<file path="src/rtl/core/hpfr_pkg.sv">
package hpfr_pkg;

    localparam int unsigned WORD_W = 32;
    localparam int unsigned OP_W = 2;

    // Multiplier digit width, in bits per cycle; it must divide WORD_W.
    localparam int unsigned DIGIT_W = 4;

    // Bits 31..10 of the mixed word are reduced modulo the span.
    localparam int unsigned DVD_LSB = 10;
    localparam int unsigned DVD_W = WORD_W - DVD_LSB;

    // The fraction numerator is bits 31..8 of the mixed word.
    localparam int unsigned FRAC_LSB = 8;
    localparam int unsigned FRAC_W = WORD_W - FRAC_LSB;

    localparam int unsigned ROT_L = 13;

    localparam logic [WORD_W-1:0] SEED_RESET = 32'd12345;
    localparam logic [WORD_W-1:0] HA_XOR = 32'd1057926937;
    localparam logic [WORD_W-1:0] HA_MUL = 32'd3812423987;
    localparam logic [WORD_W-1:0] HA_SQ_MUL = 32'd4000000007;
    localparam logic [WORD_W-1:0] HB_XOR = 32'd2156034509;
    localparam logic [WORD_W-1:0] HB_MUL = 32'd3699529241;

    localparam logic [OP_W-1:0] OP_FRAC = 2'd0;
    localparam logic [OP_W-1:0] OP_RANGE = 2'd1;
    localparam logic [OP_W-1:0] OP_HASH = 2'd2;
    localparam logic [OP_W-1:0] OP_NONE = 2'd3;

    function automatic logic [WORD_W-1:0] rotl(input logic [WORD_W-1:0] x);
        rotl = (x << ROT_L) | (x >> (WORD_W - ROT_L));
    endfunction

endpackage

</file>
<file path="src/rtl/core/hash_prng_float_and_range_core.sv">
// Channel   Direction  Handshake           Payload
// input     in         in_valid/in_stall   op, hash_seed, range_low, range_high
// output    out        out_valid/out_stall value, empty_range
// config    in         start_seed_we       start_seed
//
// One request is worked on at a time. Every request but the unused op code runs the four
// serial multiplies in turn; a range or hash request then runs the bit-serial remainder
// over the 22-bit dividend unless the span is zero. An unused op code goes straight to the
// result with zeros. Reset loads the running state with 12345 and empties the output
// register. A stalled result waits in the output register while the next request runs;
// only a second finished result waits for it to drain.
module hash_prng_float_and_range_core #(
    parameter int unsigned DIGIT_W = hpfr_pkg::DIGIT_W
) (
    input  logic                          clk,
    input  logic                          rst_n,
    // Configuration: a write loads the running state directly.
    input  logic                          start_seed_we,
    input  logic [hpfr_pkg::WORD_W-1:0]   start_seed,
    // Request channel.
    input  logic                          in_valid,
    output logic                          in_stall,
    input  logic [hpfr_pkg::OP_W-1:0]     op,
    input  logic [hpfr_pkg::WORD_W-1:0]   hash_seed,
    input  logic [hpfr_pkg::WORD_W-1:0]   range_low,
    input  logic [hpfr_pkg::WORD_W-1:0]   range_high,
    // Result channel.
    output logic                          out_valid,
    input  logic                          out_stall,
    output logic [hpfr_pkg::WORD_W-1:0]   value,
    output logic                          empty_range
);

    // The sequencer walks through the hash: hash A needs three products (seed xor a
    // constant times a constant, seed squared, square times constant), hash B one more.
    typedef enum logic [6:0] {
        S_IDLE = 7'b0000001,
        S_MUL1 = 7'b0000010,
        S_MUL2 = 7'b0000100,
        S_MUL3 = 7'b0001000,
        S_MUL4 = 7'b0010000,
        S_DIV  = 7'b0100000,
        S_DONE = 7'b1000000
    } state_t;

    state_t state_reg, state_next;
    logic   launch_reg, launch_next;

    logic [hpfr_pkg::WORD_W-1:0] run_reg, run_next;
    logic [hpfr_pkg::OP_W-1:0]   op_reg, op_next;
    logic [hpfr_pkg::WORD_W-1:0] x_reg, x_next;
    logic [hpfr_pkg::WORD_W-1:0] lo_reg, lo_next;
    logic [hpfr_pkg::WORD_W-1:0] hi_reg, hi_next;
    logic [hpfr_pkg::WORD_W-1:0] m1_reg, m1_next;
    logic [hpfr_pkg::WORD_W-1:0] sq_reg, sq_next;
    logic [hpfr_pkg::DVD_W-1:0]  dvd_reg, dvd_next;
    logic [hpfr_pkg::WORD_W-1:0] res_reg, res_next;
    logic                        res_empty_reg, res_empty_next;

    logic                        out_valid_reg, out_valid_next;
    logic [hpfr_pkg::WORD_W-1:0] value_reg, value_next;
    logic                        empty_reg, empty_next;

    logic [hpfr_pkg::WORD_W-1:0] mul_a, mul_b, mul_product;
    logic                        mul_start, mul_done;
    logic                        div_start, div_done;
    logic [hpfr_pkg::WORD_W-1:0] span, remainder;

    // The span wraps mod 2^32 when the upper bound is below the lower one.
    assign span = hi_reg - lo_reg;
    assign mul_start = launch_reg && (state_reg != S_DIV);
    assign div_start = launch_reg && (state_reg == S_DIV);

    hpfr_mul #(
        .DIGIT_W (DIGIT_W)
    ) u_mul (
        .clk     (clk),
        .rst_n   (rst_n),
        .start   (mul_start),
        .a       (mul_a),
        .b       (mul_b),
        .done    (mul_done),
        .product (mul_product)
    );

    hpfr_mod u_mod (
        .clk       (clk),
        .rst_n     (rst_n),
        .start     (div_start),
        .dividend  (dvd_reg),
        .divisor   (span),
        .done      (div_done),
        .remainder (remainder)
    );

    always_comb
    begin
        state_next = state_reg;
        launch_next = 1'b0;
        run_next = run_reg;
        op_next = op_reg;
        x_next = x_reg;
        lo_next = lo_reg;
        hi_next = hi_reg;
        m1_next = m1_reg;
        sq_next = sq_reg;
        dvd_next = dvd_reg;
        res_next = res_reg;
        res_empty_next = res_empty_reg;
        out_valid_next = out_valid_reg;
        value_next = value_reg;
        empty_next = empty_reg;
        mul_a = '0;
        mul_b = '0;

        // A result taken this cycle frees the output register.
        if (out_valid_reg && !out_stall)
        begin
            out_valid_next = 1'b0;
        end

        unique case (state_reg)
            S_IDLE:
            begin
                if (in_valid)
                begin
                    op_next = op;
                    lo_next = range_low;
                    hi_next = range_high;
                    x_next = (op == hpfr_pkg::OP_HASH) ? hash_seed : run_reg;
                    if (op == hpfr_pkg::OP_NONE)
                    begin
                        res_next = '0;
                        res_empty_next = 1'b0;
                        state_next = S_DONE;
                    end
                    else
                    begin
                        state_next = S_MUL1;
                        launch_next = 1'b1;
                    end
                end
            end
            S_MUL1:
            begin
                mul_a = x_reg ^ hpfr_pkg::HA_XOR;
                mul_b = hpfr_pkg::HA_MUL;
                if (mul_done)
                begin
                    m1_next = mul_product;
                    state_next = S_MUL2;
                    launch_next = 1'b1;
                end
            end
            S_MUL2:
            begin
                mul_a = x_reg;
                mul_b = x_reg;
                if (mul_done)
                begin
                    sq_next = mul_product;
                    state_next = S_MUL3;
                    launch_next = 1'b1;
                end
            end
            S_MUL3:
            begin
                mul_a = sq_reg;
                mul_b = hpfr_pkg::HA_SQ_MUL;
                if (mul_done)
                begin
                    // Hash A is complete; the stateless op leaves the running state alone.
                    x_next = m1_reg ^ mul_product;
                    if (op_reg != hpfr_pkg::OP_HASH)
                    begin
                        run_next = m1_reg ^ mul_product;
                    end
                    state_next = S_MUL4;
                    launch_next = 1'b1;
                end
            end
            S_MUL4:
            begin
                mul_a = hpfr_pkg::rotl(x_reg) ^ hpfr_pkg::HB_XOR;
                mul_b = hpfr_pkg::HB_MUL;
                if (mul_done)
                begin
                    if (op_reg == hpfr_pkg::OP_FRAC)
                    begin
                        res_next = hpfr_pkg::WORD_W'(mul_product[hpfr_pkg::WORD_W-1:
                                                               hpfr_pkg::FRAC_LSB]);
                        res_empty_next = 1'b0;
                        state_next = S_DONE;
                    end
                    else if (span == '0)
                    begin
                        res_next = '0;
                        res_empty_next = 1'b1;
                        state_next = S_DONE;
                    end
                    else
                    begin
                        dvd_next = mul_product[hpfr_pkg::WORD_W-1:hpfr_pkg::DVD_LSB];
                        state_next = S_DIV;
                        launch_next = 1'b1;
                    end
                end
            end
            S_DIV:
            begin
                if (div_done)
                begin
                    res_next = remainder + lo_reg;
                    res_empty_next = 1'b0;
                    state_next = S_DONE;
                end
            end
            S_DONE:
            begin
                if (!out_valid_reg || !out_stall)
                begin
                    out_valid_next = 1'b1;
                    value_next = res_reg;
                    empty_next = res_empty_reg;
                    state_next = S_IDLE;
                end
            end
            default:
            begin
                state_next = S_IDLE;
            end
        endcase

        // A seed write reloads run_reg; writes must come only while idle, not enforced.
        if (start_seed_we)
        begin
            run_next = start_seed;
        end
    end

    always_ff @(posedge clk or negedge rst_n)
    begin
        if (!rst_n)
        begin
            state_reg <= S_IDLE;
            launch_reg <= 1'b0;
            run_reg <= hpfr_pkg::SEED_RESET;
            out_valid_reg <= 1'b0;
        end
        else
        begin
            state_reg <= state_next;
            launch_reg <= launch_next;
            run_reg <= run_next;
            out_valid_reg <= out_valid_next;
        end
    end

    always_ff @(posedge clk)
    begin
        op_reg <= op_next;
        x_reg <= x_next;
        lo_reg <= lo_next;
        hi_reg <= hi_next;
        m1_reg <= m1_next;
        sq_reg <= sq_next;
        dvd_reg <= dvd_next;
        res_reg <= res_next;
        res_empty_reg <= res_empty_next;
        value_reg <= value_next;
        empty_reg <= empty_next;
    end

    assign in_stall = (state_reg != S_IDLE);
    assign out_valid = out_valid_reg;
    assign value = value_reg;
    assign empty_range = empty_reg;

endmodule

</file>
<file path="src/rtl/core/hpfr_mul.sv">
// Digit-serial multiplier, product kept mod 2^WORD_W.
module hpfr_mul #(
    parameter int unsigned DIGIT_W = hpfr_pkg::DIGIT_W
) (
    input  logic                          clk,
    input  logic                          rst_n,
    input  logic                          start,
    input  logic [hpfr_pkg::WORD_W-1:0]   a,
    input  logic [hpfr_pkg::WORD_W-1:0]   b,
    output logic                          done,
    output logic [hpfr_pkg::WORD_W-1:0]   product
);

    localparam int unsigned STEPS = hpfr_pkg::WORD_W / DIGIT_W;
    localparam int unsigned CNT_W = $clog2(STEPS + 1);

    logic [hpfr_pkg::WORD_W-1:0] a_reg, a_next;
    logic [hpfr_pkg::WORD_W-1:0] b_reg, b_next;
    logic [hpfr_pkg::WORD_W-1:0] acc_reg, acc_next;
    logic [CNT_W-1:0]            cnt_reg, cnt_next;
    logic                        busy_reg, busy_next;
    logic                        done_reg, done_next;
    logic [hpfr_pkg::WORD_W-1:0] partial;

    // Only the low word of each partial product reaches the result.
    assign partial = a_reg * hpfr_pkg::WORD_W'(b_reg[DIGIT_W-1:0]);

    always_comb
    begin
        a_next = a_reg;
        b_next = b_reg;
        acc_next = acc_reg;
        cnt_next = cnt_reg;
        busy_next = busy_reg;
        done_next = 1'b0;
        if (start)
        begin
            a_next = a;
            b_next = b;
            acc_next = '0;
            cnt_next = CNT_W'(STEPS);
            busy_next = 1'b1;
        end
        else if (busy_reg)
        begin
            acc_next = acc_reg + partial;
            a_next = a_reg << DIGIT_W;
            b_next = b_reg >> DIGIT_W;
            cnt_next = cnt_reg - 1'b1;
            if (cnt_reg == CNT_W'(1))
            begin
                busy_next = 1'b0;
                done_next = 1'b1;
            end
        end
    end

    always_ff @(posedge clk or negedge rst_n)
    begin
        if (!rst_n)
        begin
            busy_reg <= 1'b0;
            done_reg <= 1'b0;
            cnt_reg <= '0;
        end
        else
        begin
            busy_reg <= busy_next;
            done_reg <= done_next;
            cnt_reg <= cnt_next;
        end
    end

    always_ff @(posedge clk)
    begin
        a_reg <= a_next;
        b_reg <= b_next;
        acc_reg <= acc_next;
    end

    assign done = done_reg;
    assign product = acc_reg;

endmodule

</file>
<file path="src/rtl/core/hpfr_mod.sv">
// Radix-2 restoring remainder, one dividend bit per cycle.
module hpfr_mod (
    input  logic                          clk,
    input  logic                          rst_n,
    input  logic                          start,
    input  logic [hpfr_pkg::DVD_W-1:0]    dividend,
    input  logic [hpfr_pkg::WORD_W-1:0]   divisor,
    output logic                          done,
    output logic [hpfr_pkg::WORD_W-1:0]   remainder
);

    localparam int unsigned CNT_W = $clog2(hpfr_pkg::DVD_W + 1);

    logic [hpfr_pkg::DVD_W-1:0]  dvd_reg, dvd_next;
    logic [hpfr_pkg::WORD_W-1:0] rem_reg, rem_next;
    logic [CNT_W-1:0]            cnt_reg, cnt_next;
    logic                        busy_reg, busy_next;
    logic                        done_reg, done_next;
    logic [hpfr_pkg::WORD_W:0]   trial;

    assign trial = {rem_reg, dvd_reg[hpfr_pkg::DVD_W-1]};

    always_comb
    begin
        dvd_next = dvd_reg;
        rem_next = rem_reg;
        cnt_next = cnt_reg;
        busy_next = busy_reg;
        done_next = 1'b0;
        if (start)
        begin
            dvd_next = dividend;
            rem_next = '0;
            cnt_next = CNT_W'(hpfr_pkg::DVD_W);
            busy_next = 1'b1;
        end
        else if (busy_reg)
        begin
            // The partial remainder stays below the divisor, so one subtract suffices.
            if (trial >= {1'b0, divisor})
            begin
                rem_next = hpfr_pkg::WORD_W'(trial - {1'b0, divisor});
            end
            else
            begin
                rem_next = trial[hpfr_pkg::WORD_W-1:0];
            end
            dvd_next = dvd_reg << 1;
            cnt_next = cnt_reg - 1'b1;
            if (cnt_reg == CNT_W'(1))
            begin
                busy_next = 1'b0;
                done_next = 1'b1;
            end
        end
    end

    always_ff @(posedge clk or negedge rst_n)
    begin
        if (!rst_n)
        begin
            busy_reg <= 1'b0;
            done_reg <= 1'b0;
            cnt_reg <= '0;
        end
        else
        begin
            busy_reg <= busy_next;
            done_reg <= done_next;
            cnt_reg <= cnt_next;
        end
    end

    always_ff @(posedge clk)
    begin
        dvd_reg <= dvd_next;
        rem_reg <= rem_next;
    end

    assign done = done_reg;
    assign remainder = rem_reg;

endmodule

</file>
<file path="config.mk">
export PLATFORM = sky130hd
export DESIGN_NAME = hash_prng_float_and_range_core
export DESIGN_NICKNAME = d
export VERILOG_FILES = /design/src/rtl/core/hpfr_pkg.sv /design/src/rtl/core/hash_prng_float_and_range_core.sv /design/src/rtl/core/hpfr_mul.sv /design/src/rtl/core/hpfr_mod.sv
export SDC_FILE = /design/constraint.sdc
export NUM_CORES = 1
export LEC_CHECK = 0
export BUFFER_PORTS_ARGS = -buffer_cell sky130_fd_sc_hd__buf_2
export CORE_MARGIN = 8
export CORE_UTILIZATION = 24
export CTS_CLUSTER_DIAMETER = 150
export DETAILED_ROUTE_END_ITERATION = 10
export PLACE_DENSITY_LB_ADDON = 0.12
export SYNTH_ARGS = -nofsm -noshare
export SYNTH_HDL_FRONTEND = slang
export SYNTH_HIERARCHICAL = 1
export SYNTH_SLANG_ARGS = --single-unit
</file>
<file path="constraint.sdc">
create_clock -name clk -period 4.4 [get_ports clk]
set_input_delay 0.66 -clock clk [delete_from_list [all_inputs] [get_ports clk]]
set_output_delay 0.66 -clock clk [all_outputs]
set_load 0.02 [all_outputs]
</file>
Word level (Yosys, flattened, before mapping)
Cells that the tools add are included.
{"block": "word_totals", "register_bits": 454, "in_bits": 135, "elab_cells": 156}
{"block": "op_classes", "add_sub_neg": 6, "n_mul": 1, "order_cmp": 1, "n_eq_ne": 23, "muxes": 68, "n_bitwise": 6, "reduce_logical": 25}
{"op": "$mux W32", "n": 18}
{"op": "$pmux W32 S4", "n": 2}
{"op": "$pmux W32 S3", "n": 1}
{"op": "$mux W7", "n": 10}
{"op": "$add A32 B32 Y32", "n": 2}
{"op": "$pmux W32 S2", "n": 1}
{"op": "$sub A32 B32 Y32", "n": 2}
{"op": "$pmux W7 S7", "n": 1}
{"op": "$mux W22", "n": 2}
{"op": "$ge A33 B32 Y1", "n": 1}
{"op": "$logic_not A32 Y1", "n": 1}
{"op": "$mul A32 B4 Y32", "n": 1}
{"op": "$or A32 B13 Y32", "n": 1}
{"op": "$xor A32 B32 Y32", "n": 1}
{"op": "$mux W1", "n": 27}
{"op": "$not A18 Y18", "n": 1}
{"op": "$not A13 Y13", "n": 1}
{"op": "$reduce_bool A2 Y1", "n": 6}
{"op": "$mux W5", "n": 2}
{"op": "$ne A2 B1 Y1 const B", "n": 5}
{"op": "$mux W4", "n": 2}
{"op": "$ne A2 B2 Y1 const B", "n": 4}
{"op": "$reduce_and A2 Y1", "n": 4}
{"op": "$eq A7 B1 Y1 const B", "n": 1}
{"op": "26 further kinds", "n": 33}

Longest topological paths before layout
{"block": "depth", "ltp_word": 6, "mapped_depth": 22}

By module
Netlist, hierarchy kept.
{"module": "hash_prng_float_and_range_core", "instances": 1, "cells_per_inst": 1408, "area_per_inst_um2": 15569.9}
{"module": "hpfr_mul", "instances": 1, "cells_per_inst": 882, "area_per_inst_um2": 8886.0}
{"module": "hpfr_mod", "instances": 1, "cells_per_inst": 543, "area_per_inst_um2": 4583.1}

Worst setup path before layout
Ideal clock, no wire load.
{"block": "synth_timing", "path_type": "register -> register", "startpoint": "register lo_reg[0] (netlist name)", "endpoint": "register res_empty_reg (enable)", "setup_time_ns": 0.423, "t_arrival_ns": 4.407, "required_time_ns": 3.977, "path_slack_ns": -0.430, "stages_incl_launch_ff": 13, "path_buffers": 0, "period_less_slack_ns": 4.830, "cell_sequence": "edfxtp_1 -> ha_1 -> fa_1 -> and2b_1 -> o2111ai_1 -> a2111oi_0 -> o31a_1 -> o22ai_1 -> nor4_1 -> and4b_1 -> and4_1 -> a31oi_1 -> nor2_1"}
{"block": "synth_via", "elab_chain_cells": 4}
{"element": "from (decl)", "line": "hash_prng_float_and_range_core.sv:52", "source": "logic [hpfr_pkg::WORD_W-1:0] lo_reg, lo_next;"}
{"element": "from (signal assigned)", "line": "hash_prng_float_and_range_core.sv:263", "source": "lo_reg <= lo_next;"}
{"element": "$sub A32 B32 Y32", "line": "hash_prng_float_and_range_core.sv:70", "source": "assign span = hi_reg - lo_reg;"}
{"element": "$logic_not A32 Y1", "line": "hash_prng_float_and_range_core.sv:195", "source": "else if (span == '0)"}
{"element": "$ne A3 B3 Y1 (no line)"}
{"element": "$reduce_and A6 Y1 (no line)"}
{"element": "to (signal assigned)", "line": "hash_prng_float_and_range_core.sv:269", "source": "res_empty_reg <= res_empty_next;"}
{"element": "to (decl)", "line": "hash_prng_float_and_range_core.sv:58", "source": "logic res_empty_reg, res_empty_next;"}
No other way between the ends.
A chain may end at the register's enable or synchronous reset.

Worst setup path after layout
{"block": "layout_timing", "startpoint": "register lo_reg[0] (netlist name)", "endpoint": "register u_mod.rem_reg (netlist bit u_mod/remainder[28])"}
{"block": "layout_via", "elab_chain_cells": 3, "word_cells_on_any_way": 4, "cone_classes": "add/sub (2); order compare (1); mux (1)"}
{"element": "$sub A32 B32 Y32 *", "line": "hash_prng_float_and_range_core.sv:70"}
{"element": "net span, one bit", "line": "hash_prng_float_and_range_core.sv:67", "source": "logic [hpfr_pkg::WORD_W-1:0] span, remainder;"}
{"element": "$sub A32 B32 Y32 or $ge A33 B32 Y1 (tied branches)", "line": "hpfr_mod.sv:42, hpfr_mod.sv:40"}
{"element": "$mux W32 *", "line": "hpfr_mod.sv:40", "source": "if (trial >= {1'b0, divisor})"}
{"element": "to (signal assigned)", "line": "hpfr_mod.sv:77", "source": "rem_reg <= rem_next;"}
{"element": "to (decl)", "line": "hpfr_mod.sv:15", "source": "logic [hpfr_pkg::WORD_W-1:0] rem_reg, rem_next;"}
Mark *: on every way through the listed nets, which the timed path passes. The rest lies on a longest branch.

==> flow_metrics.tcl <==
set metrics [dict create \
    cts_htree_levels 2 \
    via_per_inst 4.625 \
    synth-warning-count 6 \
    dieWidth_um 363.8 \
    num_rows 127 \
    wl_mm 104.6 \
    synth_top_family_by_area "compound AO/OA/AOI/OAI gates" \
    drc 0 \
    skew_ns 0.03988 \
    crit_path_start_kind "flop" \
    core-area_mm2 0.1200 \
    synthAdderAreaFrac 0.1187 \
    grt_max_degree 81 \
    p_total_uw 37010 \
    diodes 0 \
    cts_buffers 54 \
    setup_slack_ns -0.1576 \
    synth_top_area_share 0.3475 \
    grt_pass1_wl_mm 154.4 \
    hp-class "input port to flop" \
    synthTopCellsByArea "edfxtp_1, fa_1, ha_1" \
    rr_startpoint "lo_reg[0]" \
    finalSetupViolCount 60 \
    period_needed_ns 4.558 \
    grt_usage 0.1525 \
    r2r_cells 21 \
    pre_cts_ws_ns -0.5151 \
    synth_enable_flop_cells 336 \
    netlist_instances 2833 \
    required_ns 4.93 \
    p_leak_uw 0.01562 \
    die-height_um 363.8 \
    grt_pass1_vias 24180 \
    ff2ff_setup_slack_ns -0.16 \
    status "finished with violations" \
    critPathArrivalTime_ns 5.09 \
    antenna_found_initial 4 \
    path_clk_slew_ns 0.07 \
    io_buffers 169 \
    synth_nets 3190 \
    final_nets 3704 \
    ys_top_cells_by_count "edfxtp_1, nand2_1, inv_1, o21ai_0" \
    regArea_mm2 0.01273 \
    syn_area_mm2 0.02904 \
    syn_area_per_cell_um2 10.25 \
    critical_path_class "flop to flop" \
    synth-compound-area-share 0.1460 \
    placed_cell_area_mm2 0.03437 \
    relSlewSlack 0.2424 \
    synth-seq-area-share 0.4384 \
    tightest_slew_ns 1.132 \
    area_delta_synth_final_pct 29.88 \
    routabilityCongestion 0.8494 \
    synthArstFlopShare 0.1189 \
    peakVddDrop_mv 0.7329 \
    maxSlewViolCount 0 \
    clock_latency_ns 0.65 \
    grt_overflow 0 \
    netlist-cell-type-count 117 \
    drive_gt1_frac 0.2798 \
    wl_per_cell_um 20.91 \
    maxCapViolCount 0 \
    r2r-end "u_mod/remainder[28]" \
    firstDrtPassIters 6 \
    tns_ns -4.802 \
    cts_root_buf "clkbuf_16" \
    drt_iter0_drc 1362 \
    multi_input_area_mm2 0.01577 \
    finish.instance_area_mm2 0.03772 \
    cts.path.max_buffers 3 \
    rsz0062_at_grt "yes" \
    cts.sinks 454 \
    min_delay_path_depth 1 \
    endpoint_kind "flop" \
    yosysTopAreaCell "edfxtp_1" \
    hpwl_mm 79.72 \
    start_util 0.2421 \
    synthSimpleGateAreaFrac 0.1424 \
    hold_start "range_low[31]" \
    crit_fanout 8 \
    violations "setup timing" \
    min_to "lo_reg[31]" \
    antenna_left 0 \
    cts_tree "built" \
    ys_ff_latch 454 \
    hold_violations 0 \
    io_pins 170 \
    synth_xor_area_frac 0.03998 \
    p_per_area_mw_per_mm2 981.2 \
    nFillCells 12350 \
    post-route-period-util 1.036 \
    fmax_mhz 219.4 \
    vias 23150 \
    synthMuxAreaShare 0.06032 \
    synth.most_common_cell "edfxtp_1" \
    design.die.area_mm2 0.1324 \
    synthFlopType "edfxtp_1" \
]
-- cells by family (layout without fill, tap and decap cells) --
kind of cell / after synthesis / in the layout
simple gates: 849 / 849
compound gates: 626 / 626
flops: 454 / 454
buf+inv: 386 / 945
fa+ha+maj: 222 / 222
mux: 165 / 165
xor+xnor: 131 / 131
-- where the power goes --
group          switching [uW]  internal (uW)  leakage, uW  total, uW
clock network            1940           2840     0.000896       4780
registers                 630           5860      0.00426       6490
logic                   13800          11900       0.0105      25700
total                   16400          20600       0.0156      37000
-- how the worst max path moves through the flow --
| stage | cells past startpoint | startpoint | slack [ns] | end |
|---|---|---|---|---|
| 5_1_grt | 21 | lo_reg[0] | -0.39 | u_mod/remainder[28] |
| 3_5_place_dp | 19 | lo_reg[0] | -0.52 | u_mod/remainder[1] |
| 4_1_cts | 21 | lo_reg[0] | -0.17 | u_mod/remainder[28] |
| 2_1_floorplan | 22 | lo_reg[7] | 0.006 | u_mod/remainder[10] |
| 3_3_place_gp | 18 | lo_reg[0] | -0.36 | u_mod/remainder[31] |
| 6_report | 21 | lo_reg[0] | -0.16 | u_mod/remainder[28] |
-- per-stage QoR --
stage               instances  hold slack (ns)  utilization
floorplan                2833           0.3644            -
global placement         4863           0.4041       0.2865
detailed placement       4863           0.4045       0.2865
CTS                      4982           0.1475       0.3077
global route             5004           0.1668       0.3144
finish                   5004           0.2145       0.3144
-- worst max-delay path, stage by stage (launching register included) --
cell,delay (ns)
edfxtp_1,0.40
ha_2,0.22
fa_2,0.34
and2b_2,0.26
o2111ai_4,0.21
buf_6,0.19
a2111oi_4,0.32
nor4_2,0.09
nor2_1,0.16
inv_1,0.10
ha_4,0.29
nand4_1,0.14
buf_4,0.17
o221a_4,0.24
a2111oi_4,0.32
buf_4,0.19
o31ai_4,0.10
buf_6,0.15
nand2_8,0.08
buf_12,0.14
o31ai_2,0.07
a311oi_1,0.27
-- layout make-up --
type | instances | share of cell area
Sequential cell | 454 | 0.3375
Clock buffer | 74 | 0.03944
Tap cell | 1612 | 0.05348
Multi-Input combinational cell | 1993 | 0.4182
Timing Repair Buffer | 584 | 0.1151
Inverter | 260 | 0.02594
Clock inverter | 27 | 0.01025
-- layout by cell type (no fill, tap or decap), types with 15 or more instances in the layout --
cell type,instances
fa_1,86
dfxtp_1,64
o21ai_1,17
a21o_1,33
o211ai_1,23
o21bai_1,15
nand2b_1,15
nand3_1,51
a21oi_1,125
mux2i_1,85
mux2_2,79
and2_1,135
clkbuf_16,63
a21oi_2,21
ha_4,21
inv_1,256
o21a_1,19
dfrtp_1,47
xor2_1,63
buf_2,169
ha_1,109
a211oi_1,21
nand4_1,28
o21ai_0,150
buf_4,379
nor2_1,145
nand2_1,307
edfxtp_1,336
nor3_1,29
clkbuf_1,15
xnor2_1,61
-- per-layer routing --
metal | share of wire | GRT usage
met1 | 0.45 | 0.2031
met2 | 0.48 | 0.2623
met3 | 0.037 | 0.01869
met4 | 0.027 | 0.03756
met5 | 0 | 0
-- repair_timing --
item / 4_1_cts / 5_1_grt
buffers inserted: 14 / 12
gates cloned: 3 / 11
setup endpoints to repair: 35 / 98
pin swaps: 28 / 34
gates resized for setup: 97 / 87
hold endpoints to repair: 16 / 0
hold buffers: 1 / 0
No activity file was read; power rests on OpenSTA's default activity.
